File: src/pgsg_pkg.sv
package pgsg_pkg;

	localparam int unsigned DEF_WORDS_PER_REQUEST = 14;
	localparam int unsigned DEF_SKIP_WORDS = 50;
	localparam int unsigned DEF_QUEUE_DEPTH = 2;

	localparam int unsigned STATE_W = 31;
	localparam int unsigned WORD_W = 32;

	typedef logic [STATE_W-1:0] state_t;
	typedef logic [STATE_W-1:0][STATE_W-1:0] gf_mat_t;

	typedef enum logic [0:0] {
		REG_CELL_ID = 1'b0,
		REG_CP_MODE = 1'b1
	} reg_idx_t;

	typedef struct packed {
		logic [4:0] slot_index;
		logic       pilot_index;
	} req_t;

	typedef struct packed {
		logic [WORD_W-1:0] seq_word;
		logic [3:0]        word_index;
		logic              last_word;
	} res_t;

	// Bit i of a state holds x(n+i); one step shifts toward bit 0.
	function automatic state_t x1_adv(state_t s);
		return {s[0] ^ s[3], s[STATE_W-1:1]};
	endfunction

	function automatic state_t x2_adv(state_t s);
		return {s[0] ^ s[1] ^ s[2] ^ s[3], s[STATE_W-1:1]};
	endfunction

	// Column j holds the image of unit vector j after the given number of steps.
	function automatic gf_mat_t jump_mat(logic use_x2, int unsigned steps);
		gf_mat_t m;
		state_t s;
		for (int j = 0; j < STATE_W; j++) begin
			s = '0;
			s[j] = 1'b1;
			for (int unsigned n = 0; n < steps; n++) begin
				s = use_x2 ? x2_adv(s) : x1_adv(s);
			end
			m[j] = s;
		end
		return m;
	endfunction

	function automatic state_t mat_apply(gf_mat_t m, state_t v);
		state_t r;
		r = '0;
		for (int j = 0; j < STATE_W; j++) begin
			r = r ^ (m[j] & {STATE_W{v[j]}});
		end
		return r;
	endfunction

endpackage

File: src/pgsg_queue.sv
module pgsg_queue
	import pgsg_pkg::*;
#(
	parameter int unsigned DEPTH = DEF_QUEUE_DEPTH
) (
	input  logic   clk,
	input  logic   arst_n,
	input  logic   push,
	output logic   full,
	input  state_t wdata,
	input  logic   pop,
	output logic   empty,
	output state_t rdata
);

	localparam int unsigned IDX_W = (DEPTH > 1) ? $clog2(DEPTH) : 1;
	localparam int unsigned CNT_W = $clog2(DEPTH + 1);

	state_t            ent_q [DEPTH];
	logic [IDX_W-1:0]  rd_ptr_q;
	logic [IDX_W-1:0]  wr_ptr_q;
	logic [CNT_W-1:0]  cnt_q;
	logic              wr;
	logic              rd;

	assign full  = (cnt_q == CNT_W'(DEPTH));
	assign empty = (cnt_q == '0);
	assign wr    = push && !full;
	assign rd    = pop && !empty;
	assign rdata = ent_q[rd_ptr_q];

	always_ff @(posedge clk or negedge arst_n) begin
		if (!arst_n) begin
			rd_ptr_q <= '0;
			wr_ptr_q <= '0;
			cnt_q    <= '0;
		end else begin
			if (wr) begin
				wr_ptr_q <= (wr_ptr_q == IDX_W'(DEPTH - 1)) ? '0 : wr_ptr_q + 1'b1;
			end
			if (rd) begin
				rd_ptr_q <= (rd_ptr_q == IDX_W'(DEPTH - 1)) ? '0 : rd_ptr_q + 1'b1;
			end
			if (wr && !rd) begin
				cnt_q <= cnt_q + 1'b1;
			end else if (rd && !wr) begin
				cnt_q <= cnt_q - 1'b1;
			end
		end
	end

	always_ff @(posedge clk) begin
		if (wr) begin
			ent_q[wr_ptr_q] <= wdata;
		end
	end

endmodule

File: src/pgsg_front.sv
module pgsg_front
	import pgsg_pkg::*;
#(
	parameter int unsigned SKIP_WORDS = DEF_SKIP_WORDS
) (
	input  logic       clk,
	input  logic       arst_n,
	input  logic       push,
	output logic       full,
	input  req_t       req,
	input  logic [8:0] cell_id,
	input  logic       cp_mode,
	output logic       q_push,
	input  logic       q_full,
	output state_t     q_data
);

	// x2 advanced over the discarded bits, as one linear map over GF(2).
	localparam gf_mat_t SkipX2 = jump_mat(1'b1, WORD_W * SKIP_WORDS);

	logic        valid_s1;
	state_t      seed_s1;
	logic        accept;
	logic [9:0]  two_c;
	logic [9:0]  fac_a;
	logic [7:0]  fac_b;
	logic [7:0]  k_term;
	logic [7:0]  slot_term;
	logic [17:0] prod;
	state_t      seed;

	assign full   = valid_s1 && q_full;
	assign accept = push && !full;
	assign q_push = valid_s1;
	assign q_data = mat_apply(SkipX2, seed_s1);

	always_comb begin
		two_c     = {cell_id, 1'b0};
		fac_a     = two_c + 10'd1;
		k_term    = req.pilot_index ? (cp_mode ? 8'd3 : 8'd4) : 8'd0;
		slot_term = 8'(({3'b000, req.slot_index} + 8'd1) * 8'd7);
		fac_b     = 8'd1 + k_term + slot_term;
		prod      = {8'd0, fac_a} * {10'd0, fac_b};
		seed      = STATE_W'(cp_mode) + STATE_W'(two_c) + {3'b000, prod, 10'b0};
	end

	always_ff @(posedge clk or negedge arst_n) begin
		if (!arst_n) begin
			valid_s1 <= 1'b0;
		end else if (accept) begin
			valid_s1 <= 1'b1;
		end else if (!q_full) begin
			valid_s1 <= 1'b0;
		end
	end

	always_ff @(posedge clk) begin
		if (accept) begin
			seed_s1 <= seed;
		end
	end

endmodule

File: src/pgsg_back.sv
module pgsg_back
	import pgsg_pkg::*;
#(
	parameter int unsigned WORDS_PER_REQUEST = DEF_WORDS_PER_REQUEST,
	parameter int unsigned SKIP_WORDS = DEF_SKIP_WORDS
) (
	input  logic   clk,
	input  logic   arst_n,
	input  logic   q_empty,
	output logic   q_pop,
	input  state_t q_data,
	output logic   empty,
	input  logic   pop,
	output res_t   res
);

	localparam int unsigned CNT_W = (WORDS_PER_REQUEST > 1) ? $clog2(WORDS_PER_REQUEST) : 1;
	localparam gf_mat_t StepX1 = jump_mat(1'b0, WORD_W);
	localparam gf_mat_t StepX2 = jump_mat(1'b1, WORD_W);
	localparam state_t X1Start = mat_apply(jump_mat(1'b0, WORD_W * SKIP_WORDS), STATE_W'(1));

	logic             active_q;
	logic [CNT_W-1:0] cnt_q;
	state_t           x1_q;
	state_t           x2_q;
	logic             out_valid_q;
	res_t             res_q;
	logic             adv;
	logic             gen;
	logic             last;
	logic             load;
	logic [WORD_W-1:0] word;

	assign adv   = !out_valid_q || pop;
	assign gen   = active_q && adv;
	assign last  = (cnt_q == CNT_W'(WORDS_PER_REQUEST - 1));
	// The next seed is taken in the cycle the last word is generated, so runs follow without a gap while a seed waits.
	assign load  = !q_empty && (!active_q || (gen && last));
	assign q_pop = load;
	assign empty = !out_valid_q;
	assign res   = res_q;

	// Bits 0..30 are the XOR of the two states; bit 31 is the XOR of their next feedback bits.
	assign word = {x1_q[0] ^ x1_q[3] ^ x2_q[0] ^ x2_q[1] ^ x2_q[2] ^ x2_q[3], x1_q ^ x2_q};

	always_ff @(posedge clk or negedge arst_n) begin
		if (!arst_n) begin
			active_q    <= 1'b0;
			cnt_q       <= '0;
			out_valid_q <= 1'b0;
		end else begin
			if (load) begin
				active_q <= 1'b1;
				cnt_q    <= '0;
			end else if (gen) begin
				cnt_q <= cnt_q + 1'b1;
				if (last) begin
					active_q <= 1'b0;
				end
			end
			if (adv) begin
				out_valid_q <= gen;
			end
		end
	end

	always_ff @(posedge clk) begin
		if (load) begin
			x1_q <= X1Start;
			x2_q <= q_data;
		end else if (gen) begin
			x1_q <= mat_apply(StepX1, x1_q);
			x2_q <= mat_apply(StepX2, x2_q);
		end
		if (gen) begin
			res_q.seq_word   <= word;
			res_q.word_index <= 4'(cnt_q);
			res_q.last_word  <= last;
		end
	end

endmodule

File: src/pilot_gold_sequence_generator.sv
// Channel   Direction  Handshake             Payload
// request   in         push / full           req (slot_index, pilot_index)
// result    out        pop / empty           res (seq_word, word_index, last_word)
// config    in         cfg_we, cfg_idx       cfg_wdata (cell_id, cp_mode)
//
// Each request yields WORDS_PER_REQUEST words (14 by default), one per cycle while pops keep up;
// the back end steps both shift registers by 32 bits per word. The first word passes the front
// end's seed register, the seed queue and the back end's state registers to reach the output register.
// Reset is asynchronous; it clears the control registers and empties the queue; no clearing pass is needed.
// A stalled pop holds the generator, and push stalls once the seed queue is full and the front end holds a seed.
module pilot_gold_sequence_generator
	import pgsg_pkg::*;
#(
	parameter int unsigned WORDS_PER_REQUEST = DEF_WORDS_PER_REQUEST,
	parameter int unsigned SKIP_WORDS = DEF_SKIP_WORDS,
	parameter int unsigned QUEUE_DEPTH = DEF_QUEUE_DEPTH
) (
	input  logic       clk,
	input  logic       arst_n,
	input  logic       push,
	output logic       full,
	input  req_t       req,
	output logic       empty,
	input  logic       pop,
	output res_t       res,
	input  logic       cfg_we,
	input  logic [0:0] cfg_idx,
	input  logic [8:0] cfg_wdata
);

	logic [8:0] cell_id_q;
	logic       cp_mode_q;
	logic       q_push;
	logic       q_full;
	state_t     q_wdata;
	logic       q_pop;
	logic       q_empty;
	state_t     q_rdata;

	always_ff @(posedge clk or negedge arst_n) begin
		if (!arst_n) begin
			cell_id_q <= '0;
			cp_mode_q <= 1'b0;
		end else if (cfg_we) begin
			case (reg_idx_t'(cfg_idx))
				REG_CELL_ID: cell_id_q <= cfg_wdata;
				REG_CP_MODE: cp_mode_q <= cfg_wdata[0];
				default: ;
			endcase
		end
	end

	pgsg_front #(
		.SKIP_WORDS(SKIP_WORDS)
	) u_front (
		.clk(clk),
		.arst_n(arst_n),
		.push(push),
		.full(full),
		.req(req),
		.cell_id(cell_id_q),
		.cp_mode(cp_mode_q),
		.q_push(q_push),
		.q_full(q_full),
		.q_data(q_wdata)
	);

	pgsg_queue #(
		.DEPTH(QUEUE_DEPTH)
	) u_queue (
		.clk(clk),
		.arst_n(arst_n),
		.push(q_push),
		.full(q_full),
		.wdata(q_wdata),
		.pop(q_pop),
		.empty(q_empty),
		.rdata(q_rdata)
	);

	pgsg_back #(
		.WORDS_PER_REQUEST(WORDS_PER_REQUEST),
		.SKIP_WORDS(SKIP_WORDS)
	) u_back (
		.clk(clk),
		.arst_n(arst_n),
		.q_empty(q_empty),
		.q_pop(q_pop),
		.q_data(q_rdata),
		.empty(empty),
		.pop(pop),
		.res(res)
	);

	// The front end only holds off a request while the seed queue is full.
	a_full_needs_queue_full: assert property (@(posedge clk) disable iff (!arst_n)
		full |-> q_full)
		else $error("front end stalled with room in the seed queue");

	// Within a run the next word follows at once with the next index.
	a_run_continues: assert property (@(posedge clk) disable iff (!arst_n)
		(pop && !empty && !res.last_word) |=>
			(!empty && res.word_index == $past(res.word_index) + 4'd1))
		else $error("run broken or word index skipped");

	a_last_index: assert property (@(posedge clk) disable iff (!arst_n)
		(!empty && res.last_word) |-> (res.word_index == 4'(WORDS_PER_REQUEST - 1)))
		else $error("last word flagged at wrong index");

endmodule
File: config.mk
export PLATFORM = sky130hd
export DESIGN_NAME = pilot_gold_sequence_generator
export DESIGN_NICKNAME = d
export VERILOG_FILES = /design/src/pgsg_pkg.sv /design/src/pgsg_queue.sv /design/src/pgsg_front.sv /design/src/pgsg_back.sv /design/src/pilot_gold_sequence_generator.sv
export SDC_FILE = /design/constraint.sdc
export NUM_CORES = 1
export LEC_CHECK = 0
export BUFFER_PORTS_ARGS = -buffer_cell sky130_fd_sc_hd__buf_2
export CAP_MARGIN = 40
export CORE_MARGIN = 2
export CORE_UTILIZATION = 55
export CTS_CLUSTER_DIAMETER = 30
export DETAILED_ROUTE_END_ITERATION = 7
export GPL_TIMING_DRIVEN = 0
export HOLD_SLACK_MARGIN = 0.02
export PLACE_DENSITY = 0.75
export SYNTH_ARGS = -nofsm -noshare
export SYNTH_HDL_FRONTEND = slang
export SYNTH_SLANG_ARGS = --single-unit
File: constraint.sdc
create_clock -name clk -period 5.4 [get_ports clk]
set_input_delay 0.54 -clock clk [delete_from_list [all_inputs] [get_ports clk]]
set_output_delay 0.54 -clock clk [all_outputs]
set_load 0.01 [all_outputs]
==> impl_results.md, run 1 <==
* Status: complete, but fails checks
* Failing checks: setup timing
* Hold EP: u_front.q_push$_DFFE_PN0P_
* Antenna violations before repair at 0
* Max Cap Viol at 0
* GR Util met1 at 23.6%
* Post-synth top area share at between 30% and 40%
* First DRT Iteration DRCs at 281
* Final setup violation count at 11
* Global Route Usage Sum at a little over a fifth
* Die ar. at 25000 µm²
* CTS Sinks at 210
* Synth Area in Compound Gates at between 5 and 6%
* M3 GR Usage at 2.08%
* Synth Instances at 1118
* Mux share of post-synthesis cell area at 3.56%
* Total negative setup slack at -5280 ps
* Post-synth ARST share at 10.0%
* Cell taking the most area after synthesis: edfxtp_1
* Unrepaired setup endpoints after global routing: true
* Layer carrying the most global-route usage: met2
* FF+latch count, synth at 210
* Root Driver: clkbuf_16
* WL per Instance at 15.9 µm
* Initial Util at 55.7%
* Adder-Cell Fraction of Synth Area at 13.1%
* Routed Antenna Nets at 0
* Worst path max stage delay at 500 ps
* Final Routed Wirelength at approximately 25000 µm
* Fraction of layout cells with a size suffix above 1 at 15.7%
* Antenna fix cells at 0
* GP Congestion at roughly 0.96
* Slowest CP cell: fa_1
* Total global routing overflow at 0
* Final Skew at 17.4 ps
* Worst slew pin tran at about 780 ps
* Worst Path Arrival at 6370 ps
* Xor-xnor portion of the synthesized cell area at 22.1%
* Avg Inst Size Synth at 11.7 µm²
* CP Class: primary input to flip-flop
* Util after Layout at 65.7%
* First-pass GRT wire length at 41600 µm
* Final hold slack at 209 ps
* Simple-Gate Fraction of Synth Area at 7.01%
* Synth top area cells: edfxtp_1 36%, xnor2_1 13%, xor2_1 8.3%, fa_1 7.7%, ha_1 5.4%
* CP Capture Type: flip-flop
* Final Hold Violating Endpoints at 0
* CTS Buffer Depth at 3
* Fin crit share at 113%
* Tmin final at 6090 ps
* Area of the core at 23400 µm²
* CTS tree: yes
* Slew Viols, Final at 0
* Reg2reg path depth at 24
* R2r startpoint: cp_mode_q$_DFFE_PN0P_
* Post-synth EDFFs at 158
* # nets final at 1351
* Hpwl dp at roughly 19000 µm
* Largest family of logic cells by synthesized area: XOR/XNOR gates
* Distinct cells, synth at 46
* Critical register-to-register path endpoint: u_front.seed_s1[27]$_DFFE_PP_
* Area grow syn2layout at 17.9%
* Worst Path Required at approximately 5700 ps
* Vias post-DR at ~8000
* Hold path start: push
* Clk Latency, worst-skew pair at 540 ps
* Drt pass-1 iters at 4
* Final Worst Setup Slack at -685 ps
* Post-Syn Area at between 10000 and 15000 µm²
* H-Tree Depth at 1
* Synth Flop Type: edfxtp_1
* Worst slack, placed at -1740 ps
* Max Clk Rate at 0.164 GHz
* Synth warn at 0
* Reg-to-reg slack, setup at -560 ps
* Worst-path clk slew at about 50 ps
* DR vias/cell at ~5
* Cell mode on critical path: fa_1
* Vias in the first global route at between 8000 and 9000
* CP Launch Type: primary input
* DRC at 0
* Worst Hold Class: primary input to flip-flop
* Worst hold path depth at 2
* Seq/Total Area, Yosys at 45.2%
* Max Fanout on Critical Path at 6
* Total CTS buffers at 31
* Number of top-level pins at 60
* Largest net degree at the start of global routing at 43
* Die H at roughly 160 µm
* Mapped Nets at 1245
* # port buffers at 58
* Rel. slew slack at 48.3%
* FP Rows at 56
* Die X-Extent at 158 µm
* Met2 Use GR at 41.5%
## registers in the layout, indices dropped and copies added, names as in the netlist
name	flops
u_back.cnt_q	4
u_back.out_valid_q	1
u_queue.ent_q	62
cell_id_q	9
u_back.res	37
u_front.seed_s1	28
u_queue.rd_ptr_q	1
u_queue.cnt_q	2
u_queue.wr_ptr_q	1
u_back.x1_q	31
u_back.active_q	1
cp_mode_q	1
u_front.q_push	1
u_back.x2_q	31
## how the worst max path moves through the flow
stage	startpoint	endpoint	slack, ps	depth (start not counted)
detailed placement	req[2]	u_front.seed_s1[25]$_DFFE_PP_	-1740	21
global route	req[2]	u_front.seed_s1[27]$_DFFE_PP_	-940	27
global placement	req[2]	u_front.seed_s1[25]$_DFFE_PP_	-1690	21
finish	req[1]	u_front.seed_s1[27]$_DFFE_PP_	-690	29
floorplan	req[1]	u_front.seed_s1[25]$_DFFE_PP_	-1030	29
CTS	req[1]	u_front.seed_s1[27]$_DFFE_PP_	-720	29
## through the flow
| step | instance area (µm²) | cells |
|---|---|---|
| final | 15400 | 1568 |
| after global routing | 15400 | 1568 |
| after CTS | 15300 | 1564 |
| after detailed placement | 14000 | 1500 |
| after global placement | 13900 | 1495 |
| after floorplan | 13200 | 1118 |
## per-layer routing
layer / up-vias / share of wire (%) / routed length, µm
met4: 0 / 2.5 / 627
met3: 45 / 2.9 / 729
met5: - / 0 / 0
met1: 3849 / 39 / 9780
met2: 141 / 55 / 13700
li1: 3929 / - / -
## cell families (layout without fill, tap and decap cells)
group / after synthesis / after routing
XOR/XNOR: 322 / 322
flip-flops: 210 / 210
AND/OR/NAND/NOR: 198 / 198
buffers and inverters: 122 / 253
AO/OA/AOI/OAI: 115 / 115
adder cells (fa/ha/maj): 106 / 106
multiplexers: 45 / 45
## cell usage after synthesis, types with 7 or more instances
cell type	instances
a211oi_1	18
edfxtp_1	158
nor2_1	67
clkbuf_1	29
nand2_1	59
fa_1	50
mux2_2	11
buf_1	7
o211ai_1	11
dfrtp_1	21
a21oi_1	57
xnor2_1	193
mux2i_1	34
xor2_1	123
ha_1	56
dfxtp_1	31
inv_1	83
and2_1	47
## critical path, delay by kind of cell
kind	cells	cell delay (ps)
AOI/OAI and AO/OA	6	1050
buffers and inverters	8	540
adders and majority gates	8	3180
and+or+nand+nor	4	660
xor gates and xnor gates	3	400
## cell usage in the layout (no fill, tap or decap), types with 8 or more instances in the layout
| master | instances |
|---|---|
| fa_1 | 49 |
| dfrtp_1 | 21 |
| mux2_2 | 11 |
| clkbuf_1 | 25 |
| a21oi_1 | 51 |
| o211ai_1 | 11 |
| nor2_1 | 66 |
| mux2i_1 | 34 |
| and2_1 | 46 |
| xnor2_2 | 8 |
| a211oi_1 | 18 |
| xor2_1 | 120 |
| buf_2 | 59 |
| inv_1 | 80 |
| xnor2_1 | 187 |
| ha_1 | 49 |
| clkbuf_16 | 33 |
| buf_4 | 11 |
| nand2_1 | 59 |
| dfxtp_1 | 31 |
| edfxtp_1 | 158 |
## layout make-up
type                       instances  area, µm²
multi-input combinational        786       7000
inverter                          83        319
timing repair buffer              75        483
fill                            1785       8040
clock inverter                    22        255
buffer                            37        175
tap                              319        399
clock buffer                      36        846
sequential                       210       5890
## repair_timing
| action | 4_1_cts | 5_1_grt |
|---|---|---|
| buffers inserted | 7 | 4 |
| endpoints found under the hold margin | 21 | 0 |
| hold buffers | 1 | 0 |
| setup endpoints to repair | 12 | 11 |
| gates cloned | 0 | 0 |
| pin swaps | 24 | 13 |
| gates resized for setup | 20 | 6 |
Power of run 1 is left out: the tool's default activity adds up to more than one toggle a clock period on the data nets, which glitch-free logic cannot reach.
==> inputs of run 2 (changes only) <==
--- a/config.mk
+++ b/config.mk
@@ -9,9 +9,7 @@
 export CAP_MARGIN = 40
 export CORE_MARGIN = 2
 export CORE_UTILIZATION = 55
-export CTS_CLUSTER_DIAMETER = 30
 export DETAILED_ROUTE_END_ITERATION = 7
-export GPL_TIMING_DRIVEN = 0
 export HOLD_SLACK_MARGIN = 0.02
 export PLACE_DENSITY = 0.75
 export SYNTH_ARGS = -nofsm -noshare
==> run 2 against run 1 <==
Net effect: the run still ends with setup timing left; final cell count is 0.51% higher; core utilization shrank 0.64 points; clock-buffer cell count shrank 6; clock skew shrank 7.3 ps; maximum frequency is 3.0% higher; sequential share of layout area is 0.38 points higher; critical path type unchanged; highest routed layer unchanged.
==> impl_results.md, run 2 (same netlist as run 1, synthesis figures left out) <==
* Fillers at 1807 (was 1785)
* Status: complete, but fails checks (unchanged)
* Sequential cell area at 5890 µm² (unchanged)
* Clk Latency, worst-skew pair at 480 ps (was 540 ps)
* Fraction of layout cells with a size suffix above 1 at 19.2% (was 15.7%)
* Area of the multi-input gates at 7010 µm² (was 7000 µm²)
* Largest net degree at the start of global routing at 86 (was 43)
* Initial Util at 55.7% (unchanged)
* CP Capture Type: flip-flop (unchanged)
* CP Launch Type: primary input (unchanged)
* # port buffers at 59 (was 58)
* GP Congestion at 0.890 (was 0.965)
* Vias post-DR at 7989 (was 7964)
* Worst slack, placed at -1250 ps (was -1740 ps)
* Tmin final at 5910 ps (was 6090 ps)
* WL per Instance at 15.4 µm (was 15.9 µm)
* Post-route cell area at 15200 µm² (was 15400 µm²)
* Total CTS buffers at 21 (was 31)
* Worst hold path depth at 2 (unchanged)
* Antenna fix cells at 0 (unchanged)
* CTS tree: yes (unchanged)
* Worst slew pin tran at 874 ps (was 775 ps)
* Final Routed Wirelength at 24300 µm (was 24900 µm)
* Hpwl dp at 18400 µm (was 19000 µm)
* FP Rows at 56 (unchanged)
* First-pass GRT wire length at 40600 µm (was 41600 µm)
* Area grow syn2layout at 16.7% (was 17.9%)
* Commonest non-fill, non-tap cell in the layout: xnor2_1 (unchanged)
* Final Hold Violating Endpoints at 0 (unchanged)
* Final setup violation count at 11 (unchanged)
* Largest register FFs at 62 (unchanged)
* CP Class: primary input to flip-flop (unchanged)
* Fin cells at 1576 (was 1568)
* Worst Hold Class: primary input to flip-flop (unchanged)
* Rel. slew slack at 41.6% (was 48.3%)
* R2r startpoint: cp_mode_q$_DFFE_PN0P_ (unchanged)
* Slew Viols, Final at 0 (unchanged)
* Number of top-level pins at 60 (unchanged)
* CTS Sinks at 210 (unchanged)
* Final Worst Setup Slack at -506 ps (was -685 ps)
* Critical register-to-register path endpoint: u_front.seed_s1[27]$_DFFE_PP_ (unchanged)
* Max Clk Rate at 0.169 GHz (was 0.164 GHz)
* Worst-path clk slew at 60 ps (was 50 ps)
* First DRT Iteration DRCs at 271 (was 281)
* Reg2reg path depth at 26 (was 24)
* Max Fanout on Critical Path at 7 (was 6)
* Worst Path Required at 5640 ps (was 5690 ps)
* Area of the core at 23400 µm² (unchanged)
* Most frequent cells in the layout: 187 x xnor2_1, 158 x edfxtp_1, 120 x xor2_1 (unchanged)
* Largest register by flop count: u_queue.ent_q (unchanged)
* Placed insts at 1533 (was 1500)
* Die H at 158 µm (unchanged)
* Fin crit share at 109% (was 113%)
* Reg-to-reg slack, setup at -450 ps (was -560 ps)
* DR vias/cell at 5.07 (was 5.08)
* Hold path start: push (unchanged)
* H-Tree Depth at 1 (unchanged)
* Drt pass-1 iters at 4 (unchanged)
* Global Route Usage Sum at 20.4% (was 21.1%)
* # nets final at 1370 (was 1351)
* Cell Area, Placed at 14400 µm² (was 14000 µm²)
* Worst Path Arrival at 6140 ps (was 6370 ps)
* Final Skew at 10.1 ps (was 17.4 ps)
* DRC at 0 (unchanged)
* CTS Buffer Depth at 3 (unchanged)
* Root Driver: clkbuf_16 (unchanged)
* Max Cap Viol at 0 (unchanged)
* Total global routing overflow at 0 (unchanged)
* Antenna violations before repair at 0 (unchanged)
* Vias in the first global route at 8352 (was 8289)
* Failing checks: setup timing (unchanged)
* Die X-Extent at 158 µm (unchanged)
* Routed Antenna Nets at 0 (unchanged)
* Hold EP: u_front.q_push$_DFFE_PN0P_ (unchanged)
* Die ar. at 25000 µm² (unchanged)
* Unrepaired setup endpoints after global routing: true (unchanged)
[run 2: cell types whose count changed in the layout (fill, tap and decap cells not counted), moves of 5 or more]
| cell | previous run | this run |
|---|---|---|
| buf_4 | 11 | 78 |
| inv_2 | 2 | 7 |
| clkinvlp_4 | 6 | 0 |
| clkbuf_1 | 25 | 4 |
| inv_6 | 7 | 0 |
| buf_1 | 7 | 0 |
| inv_1 | 80 | 75 |
| clkbuf_16 | 33 | 21 |
[run 2: cell type report]
class / count / share of cell area, %
clock buffers: 30 / 4.00
clock inverters: 7 / 0.222
inverters: 83 / 2.06
multi-input cells: 786 / 46.1
flip-flops and latches: 210 / 38.7
well taps: 319 / 2.62
repair buffers: 141 / 6.30
[run 2: worst max path at each step]
stage / start / end / slack, ps / cells past startpoint
3_5_place_dp: req[1] / u_front.seed_s1[25]$_DFFE_PP_ / -1250 / 27
6_report: req[1] / u_front.seed_s1[27]$_DFFE_PP_ / -510 / 28
4_1_cts: req[1] / u_front.seed_s1[25]$_DFFE_PP_ / -540 / 28
5_1_grt: req[1] / u_front.seed_s1[27]$_DFFE_PP_ / -790 / 28
2_1_floorplan: req[1] / u_front.seed_s1[25]$_DFFE_PP_ / -1030 / 29
3_3_place_gp: req[1] / u_front.seed_s1[25]$_DFFE_PP_ / -1120 / 27
[run 2: per-stage QoR]
stage               hold WS [ps]  util (%)  TNS, ps
detailed placement           474      61.4   -12000
global route                 251      65.0    -6720
floorplan                    244         -    -8830
CTS                          237      64.8    -3490
global placement             479      61.3   -10440
finish                       256      65.0    -3720
[run 2: worst max-delay path: stages]
cell and delay, ps:
buf_8 90, inv_4 40, ha_4 240, xnor2_2 130
xnor2_1 130, fa_1 500, inv_2 50, ha_1 260
a21o_1 190, a21oi_2 150, o21bai_1 90, a21oi_2 170
xnor2_2 140, and2_1 210, fa_1 520, inv_1 50
fa_1 490, inv_2 40, fa_1 470, inv_1 50
fa_1 480, inv_2 50, ha_4 220, a21o_1 180
a21oi_2 140, nor3b_4 260, and3_1 190, nor3_1 50
[run 2: routing by layer]
metal,part of all wire [%],global-route usage (%)
met5,0,0
met4,2.9,6.56
met3,2.3,1.83
met2,54,39.5
met1,41,23.6
[run 2: repair_timing]
action	4_1_cts	5_1_grt
resized for setup	23	12
buffers inserted	4	2
endpoints found under the hold margin	16	0
pin swaps	29	17
setup endpoints to repair	11	12
hold buffers	1	0
Power of run 2 is left out for the same reason.
==> inputs of run 3 (changes only) <==
--- a/config.mk
+++ b/config.mk
@@ -5,6 +5,7 @@
 export SDC_FILE = /design/constraint.sdc
 export NUM_CORES = 1
 export LEC_CHECK = 0
+export ABC_AREA = 1
 export BUFFER_PORTS_ARGS = -buffer_cell sky130_fd_sc_hd__buf_2
 export CAP_MARGIN = 40
 export CORE_MARGIN = 2
@@ -12,6 +13,7 @@
 export DETAILED_ROUTE_END_ITERATION = 7
 export HOLD_SLACK_MARGIN = 0.02
 export PLACE_DENSITY = 0.75
+export SLEW_MARGIN = 20
 export SYNTH_ARGS = -nofsm -noshare
 export SYNTH_HDL_FRONTEND = slang
 export SYNTH_SLANG_ARGS = --single-unit
==> run 3 against run 2 <==
Net effect: the flow still finishes with violations (setup timing); non-clock buffer count decreased by 1; hold slack got worse by 25 ps; area after synthesis increased by 13%.
==> impl_results.md, run 3 <==
* Status: complete, but fails checks (unchanged)
* Failing checks: setup timing (unchanged)
* Synth top area cells: edfxtp_1 32%, nand2_1 12%, xnor2_1 8.8%, fa_1 6.8%, xor2_1 6.6% (was edfxtp_1 36%, xnor2_1 13%, xor2_1 8.3%, fa_1 7.7%, ha_1 5.4%)
* First-pass GRT wire length at 54300 µm (was 40600 µm)
* Largest register by flop count: u_queue.ent_q (unchanged)
* Clk Latency, worst-skew pair at 510 ps (was 480 ps)
* # port buffers at 59 (unchanged)
* Vias in the first global route at 10999 (was 8352)
* Max Fanout on Critical Path at 5 (was 7)
* Most frequent cells in the layout: 435 x nand2_1, 217 x inv_1, 158 x edfxtp_1 (was 187 x xnor2_1, 158 x edfxtp_1, 120 x xor2_1)
* Area grow syn2layout at 17.2% (was 16.7%)
* CP Capture Type: flip-flop (unchanged)
* Max Clk Rate at 0.175 GHz (was 0.169 GHz)
* Synth warn at 0 (unchanged)
* Commonest cells in the synthesized netlist: 455 x nand2_1, 227 x inv_1, 158 x edfxtp_1 (was 193 x xnor2_1, 158 x edfxtp_1, 123 x xor2_1)
* Util after Layout at 66.1% (was 65.0%)
* Final Worst Setup Slack at -299 ps (was -506 ps)
* Die H at 168 µm (was 158 µm)
* Global Route Usage Sum at 23.7% (was 20.4%)
* CP Launch Type: primary input (unchanged)
* Vias post-DR at 10941 (was 7989)
* Die X-Extent at 168 µm (was 158 µm)
* Final setup violation count at 11 (unchanged)
* Avg Inst Size Synth at 8.90 µm² (was 11.7 µm²)
* Die ar. at 28200 µm² (was 25000 µm²)
* Root Driver: clkbuf_16 (unchanged)
* Count leader, synth: nand2_1 (was xnor2_1)
* Worst Hold Class: primary input to flip-flop (unchanged)
* WL per Instance at 15.6 µm (was 15.4 µm)
* Post-Syn Area at 14800 µm² (was 13000 µm²)
* Initial Util at 56.4% (was 55.7%)
* Hpwl dp at 24700 µm (was 18400 µm)
* Area of the core at 26200 µm² (was 23400 µm²)
* Worst Path Arrival at 5960 ps (was 6140 ps)
* DRC at 0 (unchanged)
* Cell taking the most area after synthesis: edfxtp_1 (unchanged)
* Tmin final at 5700 ps (was 5910 ps)
* Largest register FFs at 62 (unchanged)
* Post-synth ARST share at 10.0% (unchanged)
* Total global routing overflow at 0 (unchanged)
* CTS Sinks at 210 (unchanged)
* FF+latch count, synth at 210 (unchanged)
* CP Class: primary input to flip-flop (unchanged)
* Distinct cells, synth at 47 (was 46)
* Total CTS buffers at 24 (was 21)
* First DRT Iteration DRCs at 787 (was 271)
* Final Routed Wirelength at 33100 µm (was 24300 µm)
* Worst slew pin tran at 816 ps (was 874 ps)
* Worst-path clk slew at 60 ps (about the same)
* DR vias/cell at 5.15 (was 5.07)
* Fin crit share at 106% (was 109%)
* Synth Instances at 1659 (was 1118)
* Rel. slew slack at 45.6% (was 41.6%)
* Synth Flop Type: edfxtp_1 (unchanged)
* Slew Viols, Final at 0 (unchanged)
* Worst slack, placed at -917 ps (was -1250 ps)
* H-Tree Depth at 1 (unchanged)
* CTS tree: yes (unchanged)
* CTS Buffer Depth at 3 (unchanged)
* Final Skew at 11.1 ps (was 10.1 ps)
* Number of top-level pins at 60 (unchanged)
* Antenna violations before repair at 0 (unchanged)
* Drt pass-1 iters at 8 (was 4)
* # nets final at 1898 (was 1370)
* Total negative setup slack at -2660 ps (was -3720 ps)
* Routed Antenna Nets at 0 (unchanged)
* Mapped Nets at 1786 (was 1245)
* Antenna fix cells at 0 (unchanged)
* Final Hold Violating Endpoints at 0 (unchanged)
* Final hold slack at 232 ps (was 256 ps)
* Unrepaired setup endpoints after global routing: true (unchanged)
* Post-synth top area share at 32.1% (was 36.4%)
* Largest net degree at the start of global routing at 78 (was 86)
* FP Rows at 59 (was 56)
* Fraction of layout cells with a size suffix above 1 at 18.2% (was 19.2%)
* Commonest non-fill, non-tap cell in the layout: nand2_1 (was xnor2_1)
* Seq/Total Area, Yosys at 39.9% (was 45.2%)
* Post-synth EDFFs at 158 (unchanged)
* Worst Path Required at 5660 ps (was 5640 ps)
* Max Cap Viol at 0 (unchanged)
* GP Congestion at 0.956 (was 0.890)
==> run 3: cell count changes in the layout (fill, tap and decap cells not counted), moves of 18 or more <==
cell | before | now
nand2_1 | 59 | 435
inv_1 | 75 | 217
nand3_1 | 5 | 61
and2_1 | 45 | 0
xnor2_1 | 187 | 146
mux2i_1 | 34 | 1
nand2_2 | 0 | 28
o211ai_1 | 11 | 31
a211oi_1 | 18 | 0
==> run 3: cell type report <==
cell class | instances | area [µm²]
fill | 2003 | 8900
multi-input combinational | 1158 | 8330
sequential | 210 | 5890
timing repair buffer | 140 | 968
inverter | 237 | 892
clock buffer | 31 | 668
tap | 335 | 419
clock inverter | 13 | 143
==> run 3: metal layers <==
metal / wire [µm] / global-route usage [%] / vias to the layer above / part of all wire, %
li1: - / - / 5426 / -
met1: 14300 / 30.6 / 5205 / 43
met2: 16700 / 42.9 / 250 / 50
met3: 1390 / 2.56 / 60 / 4.2
met4: 728 / 5.56 / 0 / 2.2
met5: 0 / 0 / - / 0
==> run 3: path summary, 6_finish.rpt <==
kind | startpoint | endpoint | slack [ps] | cells after the start
max in group asynchronous | arst_n | u_back.cnt_q[2]$_DFFE_PN0P_ | 4520 | 2
worst min register to register | u_back.cnt_q[1]$_DFFE_PN0P_ | u_back.res[2]$_DFFE_PP_ | 490 | 0
worst max register to register | cp_mode_q$_DFFE_PN0P_ | u_front.seed_s1[27]$_DFFE_PP_ | -30 | 24
worst min-delay path | cfg_we | cp_mode_q$_DFFE_PN0P_ | 230 | 2
min in group asynchronous | arst_n | cell_id_q[8]$_DFFE_PN0P_ | 540 | 2
worst max-delay path | req[1] | u_front.seed_s1[27]$_DFFE_PP_ | -300 | 27
==> run 3: worst max-delay path: stages <==
cell and delay [ps]:
buf_6 110, ha_4 170, xor2_4 160, xor2_2 190, buf_4 150, xor2_2 140, ha_1 340, ha_4 250
nand2_1 90, nand2_2 60, a31o_2 230, or2_4 240, nand2_4 90, buf_4 130, nor2_1 50, fa_1 470
fa_1 590, fa_1 450, fa_1 500, ha_4 360, nand2_4 80, nor2_4 90, nand2_1 50, o211ai_1 110
nand3_1 140, nand3_1 120, nand2_1 50
==> run 3: cell families after synthesis <==
group                    share of synthesized area [%]
multiplexers                                    0.0678
buffers and inverters                             8.01
adder cells (fa/ha/maj)                           11.5
AND/OR/NAND/NOR                                   18.2
flip-flops                                        39.9
XOR/XNOR                                          16.9
AO/OA/AOI/OAI                                     5.43
==> run 3: what timing repair did <==
| item | CTS | global route |
|---|---|---|
| hold buffers | 1 | 0 |
| cloned | 0 | 0 |
| setup endpoints to repair | 12 | 12 |
| resized for setup | 53 | 48 |
| pin swaps | 41 | 39 |
| endpoints found under the hold margin | 21 | 0 |
| buffers inserted | 12 | 3 |
==> run 3: stage by stage <==
| stage | cell area, µm² | std cells |
|---|---|---|
| 3_3_place_gp | 15900 | 2062 |
| 6_report | 17300 | 2124 |
| 4_1_cts | 17100 | 2122 |
| 2_1_floorplan | 15000 | 1659 |
| 3_5_place_dp | 15900 | 2065 |
| 5_1_grt | 17300 | 2124 |
Power of run 3 is left out for the same reason.
